**src/sv/sliding_median_alert_core_assert.svh**
```systemverilog
// assertion macros for the sliding median alert core
// expects signals named clk and rst in the including scope
`ifndef SLIDING_MEDIAN_ALERT_CORE_ASSERT_SVH
`define SLIDING_MEDIAN_ALERT_CORE_ASSERT_SVH

// same-cycle implication
`define SMA_ASSERT_NOW(lbl, ante, cons) \
  lbl: assert property (@(posedge clk) disable iff (rst) (ante) |-> (cons)) \
    else $error("sliding median alert core: check failed");

// next-cycle implication
`define SMA_ASSERT_NEXT(lbl, ante, cons) \
  lbl: assert property (@(posedge clk) disable iff (rst) (ante) |=> (cons)) \
    else $error("sliding median alert core: check failed");

`endif

```
**src/sv/sma_pkg.sv**
```systemverilog
// shared types and constants of the sliding median alert core
// no dependencies
package sma_pkg;

  // window storage depth
  localparam int MAX_WINDOW = 32;
  localparam int SLOT_W     = (MAX_WINDOW > 1) ? $clog2(MAX_WINDOW) : 1;
  localparam int NLEN_W     = $clog2(MAX_WINDOW + 1);

  // field widths
  localparam int SAMPLE_W   = 16;
  localparam int CFG_W      = 6;
  localparam int DM_W       = 17;
  localparam int COUNT_W    = 16;
  localparam int IN_DATA_W  = 16;
  localparam int OUT_FLD_W  = 1 + DM_W + COUNT_W;
  localparam int OUT_DATA_W = ((OUT_FLD_W + 7) / 8) * 8;
  localparam int OUT_PAD_W  = OUT_DATA_W - OUT_FLD_W;

  // sequencer states
  typedef enum logic [0:0] {
    ST_IDLE,
    ST_SHIFT
  } sma_state_t;

  // broadcast control to every cell
  typedef struct packed {
    logic                capture;  // latch the drop mark
    logic                commit;   // load the new sorted value
    logic                del;      // window full: one entry leaves
    logic [SAMPLE_W-1:0] drop;     // value of the oldest sample
    logic [SAMPLE_W-1:0] ins;      // value being inserted
  } sma_ctl_t;

  // link from a cell to the cell above it
  typedef struct packed {
    logic                lt;   // this position stays below the inserted value
    logic [SAMPLE_W-1:0] sel;  // value here after the drop is closed up
  } sma_link_t;

endpackage

```
**src/sv/sma_cell.sv**
```systemverilog
// one position of the sorted window: holds a value and a drop mark
// depends on sma_pkg
module sma_cell (
  input  logic                         clk,
  input  sma_pkg::sma_ctl_t            ctl,
  input  logic                         keep,    // position below closed-up length
  input  sma_pkg::sma_link_t           lo,      // from the cell below
  input  logic [sma_pkg::SAMPLE_W-1:0] hi_val,  // value of the cell above
  output logic [sma_pkg::SAMPLE_W-1:0] val,
  output sma_pkg::sma_link_t           link
);

  logic                         drop_mark;
  logic [sma_pkg::SAMPLE_W-1:0] sel;
  logic                         lt;
  logic [sma_pkg::SAMPLE_W-1:0] val_next;

  // close up the gap of the dropped entry, then place the new one
  always_comb begin
    sel = drop_mark ? hi_val : val;
    lt  = keep && !(sel > ctl.ins);
    if (lt) begin
      val_next = sel;
    end else if (lo.lt) begin
      val_next = ctl.ins;
    end else begin
      val_next = lo.sel;
    end
  end

  assign link.lt  = lt;
  assign link.sel = sel;

  // drop mark: at or above the dropped entry when the window slides; value loaded on commit
  always_ff @(posedge clk) begin
    if (ctl.capture) begin
      drop_mark <= ctl.del && (val >= ctl.drop);
    end
    if (ctl.commit) begin
      val <= val_next;
    end
  end

endmodule

```
**src/sv/sliding_median_alert_core.sv**
```systemverilog
// sliding median alert core: top level, sequencer, arrival ring, result register
// depends on sma_pkg, sma_cell and sliding_median_alert_core_assert.svh
//
//   channel | dir | handshake           | payload
//   s       | in  | s_tvalid / s_tready | s_tdata: sample; s_tlast: last
//   m       | out | m_tvalid / m_tready | m_tdata: alert, median_x2, alert_count
//           |     |                     | m_tuser: warming
//   cfg     | in  | cfg_valid/cfg_ready | cfg_data: window_len
//
// per word: the accept cycle reads the median and marks the oldest
// entry in every cell, then the ST_SHIFT state shifts the cell row.
// the shift holds while the result register is full and not taken;
// a new word is taken while a finished result still waits.
// rst clears the series state and sets window_len to 1.
`include "sliding_median_alert_core_assert.svh"

module sliding_median_alert_core (
  input  logic                           clk,
  input  logic                           rst,
  input  logic                           s_tvalid,
  output logic                           s_tready,
  input  logic [sma_pkg::IN_DATA_W-1:0]  s_tdata,   // [15:0] sample
  input  logic                           s_tlast,   // last
  output logic                           m_tvalid,
  input  logic                           m_tready,
  output logic [sma_pkg::OUT_DATA_W-1:0] m_tdata,   // [0] alert, [17:1] median_x2,
                                                    // [33:18] alert_count, rest zero
  output logic [0:0]                     m_tuser,   // [0] warming
  input  logic                           cfg_valid,
  output logic                           cfg_ready,
  input  logic [sma_pkg::CFG_W-1:0]      cfg_data
);

  localparam int W  = sma_pkg::MAX_WINDOW;
  localparam int SW = sma_pkg::SAMPLE_W;
  localparam int NW = sma_pkg::NLEN_W;
  localparam int TW = sma_pkg::SLOT_W;

  sma_pkg::sma_state_t state, state_next;

  logic [sma_pkg::CFG_W-1:0]   window_len;
  logic [NW-1:0]               fill;
  logic [TW-1:0]               oldest;
  logic [sma_pkg::COUNT_W-1:0] alert_total;

  logic [SW-1:0]               ring [W];

  logic [SW-1:0]               cur_sample;
  logic                        cur_last;
  logic                        cur_alert;
  logic                        cur_warm;
  logic [sma_pkg::DM_W-1:0]    cur_dm;

  logic                        out_valid;
  logic                        out_alert;
  logic                        out_warm;
  logic [sma_pkg::DM_W-1:0]    out_dm;
  logic [sma_pkg::COUNT_W-1:0] out_count;

  logic                        accept;
  logic                        cfg_write;
  logic                        commit;
  logic                        capture;

  logic [NW-1:0]               n_eff;
  logic                        full;
  logic [NW-1:0]               len_c;
  logic [TW-1:0]               lo_idx;
  logic [TW-1:0]               hi_idx;
  logic [sma_pkg::DM_W-1:0]    dm_full;
  logic [sma_pkg::DM_W-1:0]    dm;
  logic                        alert_now;
  logic [sma_pkg::COUNT_W-1:0] count_upd;
  logic [TW-1:0]               wr_slot;
  logic [NW-1:0]               oldest_inc;

  logic [SW-1:0]               cell_val  [W];
  sma_pkg::sma_link_t          cell_link [W];
  logic [W-1:0]                keep;
  sma_pkg::sma_ctl_t           ctl;

  // effective window length
  always_comb begin
    if (window_len == '0) begin
      n_eff = NW'(1);
    end else if (32'(window_len) > 32'(W)) begin
      n_eff = NW'(W);
    end else begin
      n_eff = NW'(window_len);
    end
  end

  assign full  = (fill == n_eff);
  assign len_c = full ? (fill - NW'(1)) : fill;

  // median taps and threshold
  assign lo_idx    = TW'((n_eff - NW'(1)) >> 1);
  assign hi_idx    = TW'(n_eff >> 1);
  assign dm_full   = sma_pkg::DM_W'(cell_val[lo_idx]) + sma_pkg::DM_W'(cell_val[hi_idx]);
  assign dm        = full ? dm_full : '0;
  assign alert_now = full && (sma_pkg::DM_W'(s_tdata[SW-1:0]) >= dm_full);

  // sequencer next state
  always_comb begin
    state_next = state;
    unique case (state)
      sma_pkg::ST_IDLE: begin
        if (s_tvalid && s_tready) begin
          state_next = sma_pkg::ST_SHIFT;
        end
      end
      sma_pkg::ST_SHIFT: begin
        if (!out_valid || m_tready) begin
          state_next = sma_pkg::ST_IDLE;
        end
      end
      default: state_next = sma_pkg::ST_IDLE;
    endcase
  end

  // sequencer outputs
  always_comb begin
    s_tready  = 1'b0;
    cfg_ready = 1'b0;
    commit    = 1'b0;
    unique case (state)
      sma_pkg::ST_IDLE: begin
        s_tready  = !cfg_valid;
        cfg_ready = 1'b1;
      end
      sma_pkg::ST_SHIFT: begin
        commit = !out_valid || m_tready;
      end
      default: begin
        s_tready = 1'b0;
      end
    endcase
  end

  assign accept    = s_tvalid && s_tready;
  assign cfg_write = cfg_valid && cfg_ready;
  assign capture   = accept;

  // cell control
  assign ctl.capture = capture;
  assign ctl.commit  = commit;
  assign ctl.del     = full;
  assign ctl.drop    = ring[oldest];
  assign ctl.ins     = cur_sample;

  // row of sorted cells
  for (genvar i = 0; i < W; i++) begin : g_cell
    sma_pkg::sma_link_t lo_link;
    logic [SW-1:0]      hi_v;

    assign keep[i] = (NW'(i) < len_c);

    if (i == 0) begin : g_first
      assign lo_link.lt  = 1'b1;
      assign lo_link.sel = '0;
    end else begin : g_mid
      assign lo_link = cell_link[i-1];
    end

    if (i == W - 1) begin : g_top
      assign hi_v = '0;
    end else begin : g_below
      assign hi_v = cell_val[i+1];
    end

    sma_cell u_cell (
      .clk    (clk),
      .ctl    (ctl),
      .keep   (keep[i]),
      .lo     (lo_link),
      .hi_val (hi_v),
      .val    (cell_val[i]),
      .link   (cell_link[i])
    );
  end

  // slot bookkeeping
  assign wr_slot    = full ? oldest : TW'(fill);
  assign oldest_inc = NW'(oldest) + NW'(1);
  assign count_upd  = (cur_alert && (alert_total != '1)) ?
                      alert_total + sma_pkg::COUNT_W'(1) : alert_total;

  // control registers
  always_ff @(posedge clk) begin
    if (rst) begin
      state       <= sma_pkg::ST_IDLE;
      window_len  <= sma_pkg::CFG_W'(1);
      fill        <= '0;
      oldest      <= '0;
      alert_total <= '0;
      out_valid   <= 1'b0;
    end else begin
      state <= state_next;
      if (cfg_write) begin
        window_len  <= cfg_data;
        fill        <= '0;
        oldest      <= '0;
        alert_total <= '0;
      end else if (commit) begin
        if (cur_last) begin
          fill        <= '0;
          oldest      <= '0;
          alert_total <= '0;
        end else begin
          alert_total <= count_upd;
          if (!cur_warm) begin
            oldest <= (oldest_inc == n_eff) ? '0 : TW'(oldest_inc);
          end else begin
            fill <= fill + NW'(1);
          end
        end
      end
      if (commit) begin
        out_valid <= 1'b1;
      end else if (m_tready) begin
        out_valid <= 1'b0;
      end
    end
  end

  // item and result payload
  always_ff @(posedge clk) begin
    if (accept) begin
      cur_sample <= s_tdata[SW-1:0];
      cur_last   <= s_tlast;
      cur_alert  <= alert_now;
      cur_warm   <= !full;
      cur_dm     <= dm;
    end
    if (commit) begin
      ring[wr_slot] <= cur_sample;
      out_alert     <= cur_alert;
      out_warm      <= cur_warm;
      out_dm        <= cur_dm;
      out_count     <= count_upd;
    end
  end

  assign m_tvalid = out_valid;
  assign m_tdata  = {{sma_pkg::OUT_PAD_W{1'b0}}, out_count, out_dm, out_alert};
  assign m_tuser  = out_warm;

  // checks
  `SMA_ASSERT_NOW(a_fill_in_window, 1'b1, fill <= n_eff)
  `SMA_ASSERT_NOW(a_oldest_in_window, 1'b1, NW'(oldest) < n_eff)
  `SMA_ASSERT_NOW(a_warm_no_alert, m_tvalid && m_tuser[0], !m_tdata[0] && m_tdata[17:1] == '0)
  `SMA_ASSERT_NEXT(a_last_clears, commit && cur_last, fill == '0 && alert_total == '0)
  `SMA_ASSERT_NEXT(a_accept_shifts, accept, state == sma_pkg::ST_SHIFT)

endmodule
```
**config.mk**
```make
export PLATFORM = sky130hd
export DESIGN_NAME = sliding_median_alert_core
export DESIGN_NICKNAME = d
export VERILOG_FILES = /design/src/sv/sma_pkg.sv /design/src/sv/sma_cell.sv /design/src/sv/sliding_median_alert_core.sv
export VERILOG_INCLUDE_DIRS = /design/src /design/src/sv
export SDC_FILE = /design/constraint.sdc
export NUM_CORES = 2
export LEC_CHECK = 0
export BUFFER_PORTS_ARGS = -buffer_cell sky130_fd_sc_hd__buf_4
export CELL_PAD_IN_SITES_DETAIL_PLACEMENT = 0
export CELL_PAD_IN_SITES_GLOBAL_PLACEMENT = 1
export CORE_UTILIZATION = 53
export DETAILED_ROUTE_END_ITERATION = 8
export PLACE_DENSITY = 0.91
export SYNTH_ARGS = -nofsm -noshare
export SYNTH_HDL_FRONTEND = slang
export SYNTH_HIERARCHICAL = 1
export SYNTH_SLANG_ARGS = --single-unit
```
**constraint.sdc**
```tcl
create_clock -name clk -period 27.3 [get_ports clk]
set_clock_uncertainty 0.05 [all_clocks]
set_input_delay 0 -clock clk [delete_from_list [all_inputs] [get_ports clk]]
set_output_delay 0 -clock clk [all_outputs]
set_load 0.02 [all_outputs]
```
==> metrics <==
max incr delay on CP 1.06 ns; Mean Syn Cell Area 11.0 µm²; global-route usage over all layers 33.1%; row cnt approximately 150; initial antenna violation count 14; critical-path cell list nor2b_4, buf_4, mux4_2, mux4_2, mux2_2, ha_1, a21o_1, a21oi_1, o21ai_0, a31oi_1, xor2_1, ha_1, a21o_1, a21o_1, a21o_1, a211o_1, a21oi_1, a21oi_1; core area 172000 µm²; wire per inst 27.2 µm; htree depth 4; Final WS setup 20.28 ns; clock root buffer clkbuf_16; clock latency at the later pin of the worst-skew pair 0.85 ns; RSZ-0062 raised after global routing false; total of warnings raised by yosys 6; Slew @ Worst Pin approximately 1.2 ns; Fmax ~140 MHz; slowest CP cell nor2b_4; crit path kind flop to flop; post-CTS setup buffers 0; Die Width 420 µm; instance count of the mapped netlist 8386; Max VDD drop 0.0492 mV; hpwl dp 206000 µm; crit-path max FO 40; IO Pins between 70 and 80; fin cells 10900; crit path DAT 7.55 ns; DRC Markers 0; Slew Viols, Final 0; cell repeated most along the worst path a21o_1; Final Power about 5.1 mW; post-route minimum period 7.02 ns; final instance area 99900 µm²; setup slack at placement 20.26 ns; cts bufs inserted 135; Die ar. 176000 µm²; Worst EP required 27.84 ns; Placement Cell Area around 95000 µm²; Die Ht 420 µm; Placer Congestion 0.998; drt first pass iters 7; Routed WL 296000 µm; CTS clk-pin slew, worst paths about 0.070 ns; IO Port Bufs 65; P per Cell Area about 50 nW/µm²; largest net degree at the start of global routing 97; total gr overflow 0; # nets final 9540; CP endpoint kind flop; Cell Area, Synth about 93000 µm²; Iter 0 DRT Violations 7381; final setup violation count 0; # fillers 13800; Num Clock Sinks 1167; first-pass GRT wire length roughly 430000 µm; TritonCTS clock tree done; max_slew headroom between 10% and 20%; final cycle utilization of the critical path 25.7%; Lkg Pwr 43.2 nW; MaxCap Viol Count 0; Final Hold Vio Count 0; Setup crit start kind flop; P&R area growth vs syn 7.94%; WHS between 0.07 and 0.08 ns; vias per cell about 6.4; dpl cells 10600; number of global-route vias before repair between 60000 and 70000; Initial Utilization 53.7%; Vias 69400; layout cells sized above 1 21.0%; final core occ about 58%; Hold Crit Class input pin to flop; antenna-violating nets left 0; CTS Buffer Depth 3; status completed; final setup TNS 0 ns
state kept, by name (all words and copies together) (netlist names), named ones only:
| name | flops |
|---|---|
| alert_total | 16 |
| cur_warm | 1 |
| cur_dm | 17 |
| g_cell.u_cell/val | 512 |
| oldest | 5 |
| fill | 6 |
| cur_sample | 16 |
| state | 1 |
| ring | 512 |
| m_tvalid | 1 |
| m_tuser | 1 |
| cur_alert | 1 |
| cur_last | 1 |
| out_dm | 17 |
| out_count | 16 |
| window_len | 6 |
| out_alert | 1 |
| g_cell.u_cell/drop_mark | 32 |
where the power goes:
part	leakage (nW)	internal, mW	total, mW	switching [mW]
registers	10.6	2.03	2.11	0.0797
logic	30.5	0.485	1.12	0.636
clock network	2.10	1.01	1.83	0.826
total	43.2	3.53	5.07	1.54
routing by layer:
metal / vias up / wire length (µm) / track usage (%)
li1: 30800 / - / -
met1: 33800 / 115000 / 41.8
met2: 3735 / 134000 / 52.6
met3: 1022 / 28100 / 6.87
met4: 18 / 19000 / 18.7
met5: - / 113 / 0
worst paths after layout:
kind,startpoint,depth (start not counted),to,slack (ns)
worst max-delay path,window_len[1],18,cur_alert,20.28
worst min register to register,cur_dm[2],0,out_dm[2],0.37
worst max register to register,window_len[1],18,cur_alert,20.28
worst min-delay path,rst,3,window_len[3],0.07
cell type report:
class	instances	area [µm²]	area share, %
Multi-Input combinational cell	5777	51700	51.8
Timing Repair Buffer	240	1970	1.97
Clock inverter	80	885	0.886
Tap cell	2310	2890	2.89
Antenna cell	3	7.51	0.00752
Clock buffer	163	3530	3.53
Sequential cell	1167	34700	34.7
Inverter	1130	4250	4.26
what timing repair did:
item	4_1_cts	5_1_grt
hold endpoints to repair	71	0
gates resized for setup	0	0
hold buffers	57	0
cells in the final DEF (no fill, tap or decap), types with 107 or more instances in the layout:
master     count
a21o_1       127
a21oi_1      856
buf_4        181
clkbuf_16    137
edfxtp_1    1127
ha_1        1060
inv_1       1124
mux2_2       726
mux2_4       256
mux2i_1      329
mux4_2       237
nand2_1      292
nand4_1      107
nor2_1       754
o21ai_0      164
worst max-delay path: cells and delay by family (launching register included):
family,cells,cell delay [ns]
AOI/OAI and AO/OA,10,2.03
and+or+nand+nor,1,1.06
DFF,1,0.61
adders and majority gates,2,0.60
xor gates and xnor gates,1,0.23
muxes,3,1.33
buffers and inverters,1,0.79
No activity file was read; power rests on OpenSTA's default activity.
